## config.mk

```make
export PLATFORM = sky130hd
export DESIGN_NAME = mhpq_store
export DESIGN_NICKNAME = d
export VERILOG_FILES = /design/src/hdl/max_heap_priority_queue_assert.svh /design/src/hdl/mhpq_store.sv
export SDC_FILE = /design/constraint.sdc
export NUM_CORES = 2
export LEC_CHECK = 0
export BUFFER_PORTS_ARGS = -buffer_cell sky130_fd_sc_hd__buf_2
export CORE_ASPECT_RATIO = 0.6
export CORE_MARGIN = 4
export CORE_UTILIZATION = 40
export DETAILED_ROUTE_END_ITERATION = 10
export PLACE_DENSITY_LB_ADDON = 0.08
export SYNTH_ARGS = -nofsm -noshare
export SYNTH_HDL_FRONTEND = slang
export SYNTH_SLANG_ARGS = --single-unit
```

## constraint.sdc

```tcl
create_clock -name clk -period 6.5 [get_ports clk]
set_input_delay 0.65 -clock clk [delete_from_list [all_inputs] [get_ports clk]]
set_output_delay 0.65 -clock clk [all_outputs]
set_load 0.01 [all_outputs]
```

## src/hdl/max_heap_priority_queue_assert.svh

```systemverilog
// assertion macros for the max heap priority queue
`ifndef MAX_HEAP_PRIORITY_QUEUE_ASSERT_SVH
`define MAX_HEAP_PRIORITY_QUEUE_ASSERT_SVH

// condition implies consequence in the same cycle
`define MHPQ_ASSERT_NOW(lbl, ante, cons, msg) \
  lbl: assert property (@(posedge clk) disable iff (!rst_n) (ante) |-> (cons)) \
    else $error(msg);

// condition implies consequence in the next cycle
`define MHPQ_ASSERT_NEXT(lbl, ante, cons, msg) \
  lbl: assert property (@(posedge clk) disable iff (!rst_n) (ante) |=> (cons)) \
    else $error(msg);

`endif

```

## src/hdl/mhpq_store.sv

```systemverilog
// key storage: one write port, two registered read ports
`default_nettype none

module mhpq_store #(
  parameter int DEPTH = 128,
  parameter int WIDTH = 32,
  parameter int AW    = 7
) (
  input  wire logic             clk,
  input  wire logic             we,
  input  wire logic [AW-1:0]    waddr,
  input  wire logic [WIDTH-1:0] wdata,
  input  wire logic [AW-1:0]    raddr_a,
  input  wire logic [AW-1:0]    raddr_b,
  output logic      [WIDTH-1:0] rdata_a,
  output logic      [WIDTH-1:0] rdata_b
);

  logic [WIDTH-1:0] mem [DEPTH];

  // write port
  always_ff @(posedge clk) begin
    if (we) begin
      mem[waddr] <= wdata;
    end
  end

  // read ports, registered
  always_ff @(posedge clk) begin
    rdata_a <= mem[raddr_a];
    rdata_b <= mem[raddr_b];
  end

endmodule

`default_nettype wire
```

==> impl_results.md <==
* Antenna-violating nets left at 0
* Initial DRC Count at 14900
* First-pass GRT wire length at 925 mm
* Clock slew at reported path FFs at 0.07 ns
* HP Class: in -> reg
* Synth area leaders: edfxtp_1, mux4_2, clkbuf_1
* Share of cells above drive strength 1 at 48.1%
* Synth Cell Area at 189000 sq um
* # setup viols final at 0
* Most frequent cells after synthesis: edfxtp_1, mux4_2, clkbuf_1, buf_1, nor2_1
* Post-synth ARST share at 0%
* Vias in the first global route at 99800
* HPWL Detailed at 410 mm
* Die H at 540 um
* Post-synth top area share at 65.2%
* Tot Pwr at 59.5 mW
* Fin crit share at 55.9%
* Ys Warns at 0
* Max Slew Vio Count at 0
* Worst VDD drop at 0.202 mV
* Num rows at 195
* Largest net degree at the start of global routing at 128
* Setup TNS at 0 ns
* I/O Buffers at 118
* Fin cells at 14700
* Vias per cell at 6.82
* Crit Path Class: in -> reg
* Fill cell count at 38400
* P_leak at 64.7 nW
* Required @ worst endpoint at 7.40 ns
* Distinct cells, synth at 17
* Post-synth top flop: edfxtp_1
* Max_cap viols at 1
* Die W at 895 um
* Post-Place Cells at 14000
* Post-synth EDFFs at 4096
* Grt ovf at 0
* Total CTS buffers at 409
* Routed wire length at 692 mm
* # DRC at 0
* Top-count cell post-synth: edfxtp_1
* P per Cell Area at 278 nW/um^2
* Crit end category: flop
* #FFs+latches synth at 4160
* CTS resizes at 0
* Min-delay src: wdata[9]
* Gpl congestion at 0.799
* RSZ-0062 raised after global routing: false
* Post-Place Worst Slack at 1.79 ns
* IO Pins at 119
* Crit path launch type: input port
* Transition time of the tightest slew-check pin at 1.50 ns
* Post-layout min period at 3.63 ns
* Total die area at 483000 sq um
* Core box area at 470000 sq um
* Final Hold Vio Count at 0
* Setup crit start: raddr_b[2]
* Final net count at 8122
* FF-to-FF Start: mem[55][28]$_DFFE_PP_
* # hold bufs at CTS at 7
* Max Clock Freq at 275 MHz
* WP data arrival at 4.53 ns
* Worst clock skew at 0.0453 ns
* Initial antenna violation count at 86
* Routed len/inst at 46.9 um
* Synth Instances at 7701
* Clk sink count at 4160
* CTS root buffer: clkbuf_16
* Post-CTS setup buffer count at 0
* H-tree Lvls at 5
* Failing checks: capacitance limit
* Rel. slew slack at 0.0890%
* Run status: finished, violations left
* Vias at 101000
* Initial Util at 40.1%
* Pre-Repair DR Iteration Count at 5
* Syn_area_per_cell at 24.5 sq um
* Total track usage at 28.4%
* Critical path peak fanout at 59
* Layout area overhead at 13.4%
* WHS at 0.108 ns
* Clk buf depth at 4
* Sequential area share after synthesis at 65.8%
* Synth Net Count at 7756
* CTS tree: yes
* Post-synth top area cell: edfxtp_1
* PnR worst setup slack at 2.87 ns
* Clock latency on the worst-skew pair at 1.04 ns
-- power breakdown --
part	switching [mW]	leakage [nW]	total, mW	internal (mW)
clock network	10.8	6.54	24.6	13.7
registers	0.310	37.4	29.9	29.6
logic	2.86	20.8	5.00	2.14
total	14.0	64.7	59.5	45.5
-- critical path, cell delays in order --
cell and delay (ns):
buf_8 0.68, buf_12 0.32, buf_12 0.34, buf_4 0.36, mux4_2 0.37, mux4_2 0.57, mux4_2 0.65, mux2_2 0.37
-- cells in the final DEF, fill, tap and decap left out, drive strengths merged --
| cell | Yosys | layout |
|---|---|---|
| diode | 0 | 22 |
| nor3 | 9 | 9 |
| clkinv | 0 | 178 |
| nand2 | 14 | 14 |
| inv | 0 | 7 |
| or3 | 1 | 1 |
| nand4 | 3 | 3 |
| nand2b | 2 | 2 |
| nor2b | 7 | 7 |
| buf | 254 | 567 |
| nand3 | 12 | 12 |
| nor2 | 122 | 122 |
| dfxtp | 64 | 64 |
| edfxtp | 4096 | 4096 |
| clkinvlp | 0 | 30 |
| bufinv | 0 | 43 |
| dlygate4sd3 | 0 | 7 |
| clkbuf | 365 | 506 |
| mux2 | 64 | 64 |
| mux4 | 2688 | 2688 |
-- logic make-up (layout without fill, tap and decap cells) --
| group | Yosys count | count (layout) | share of synthesized area, % |
|---|---|---|---|
| other cells | 0 | 22 | 0 |
| simple gates | 170 | 170 | 0.369 |
| mux | 2752 | 2752 | 32.5 |
| buf+inv | 619 | 1338 | 1.34 |
| flops | 4160 | 4160 | 65.8 |
-- routing by layer --
metal / wire length, um / vias to the layer above / part of all wire (%) / GRT usage (%)
li1: - / 36200 / - / -
met1: 294000 / 57100 / 42 / 43.2
met2: 297000 / 6275 / 43 / 40.3
met3: 76400 / 981 / 11 / 7.66
met4: 24600 / 30 / 3.6 / 8.55
met5: 209 / - / 0.030 / 0
-- through the flow --
stage               instance area (sq um)  util [%]
floorplan                          189000         -
global placement                   200000      42.6
detailed placement                 200000      42.6
CTS                                214000      45.5
global route                       214000      45.5
finish                             214000      45.5
-- final timing paths --
| path | end | slack [ns] | cells past startpoint |
|---|---|---|---|
| max reg2reg | rdata_b[28]$_DFF_P_ | 3.77 | 4 |
| max | rdata_b[7]$_DFF_P_ | 2.87 | 8 |
| min reg2reg | rdata_b[22]$_DFF_P_ | 1.15 | 4 |
| min | mem[84][9]$_DFFE_PP_ | 0.11 | 1 |
-- sequential cells by signal, summed over array words and instances, names as in the netlist --
signal	count
rdata_b	32
mem	4096
rdata_a	32
-- cell type report --
| class | count | area [sq um] | area share [%] |
|---|---|---|---|
| sequential | 4160 | 124000 | 58.1 |
| multi-input combinational | 2922 | 62900 | 29.4 |
| clock buffer | 506 | 11000 | 5.13 |
| tap | 6304 | 7890 | 3.69 |
| timing repair buffer | 574 | 5420 | 2.53 |
| clock inverter | 258 | 2490 | 1.17 |
| antenna | 22 | 55.1 | 0.0257 |
No activity file was read; power rests on OpenSTA's default activity.
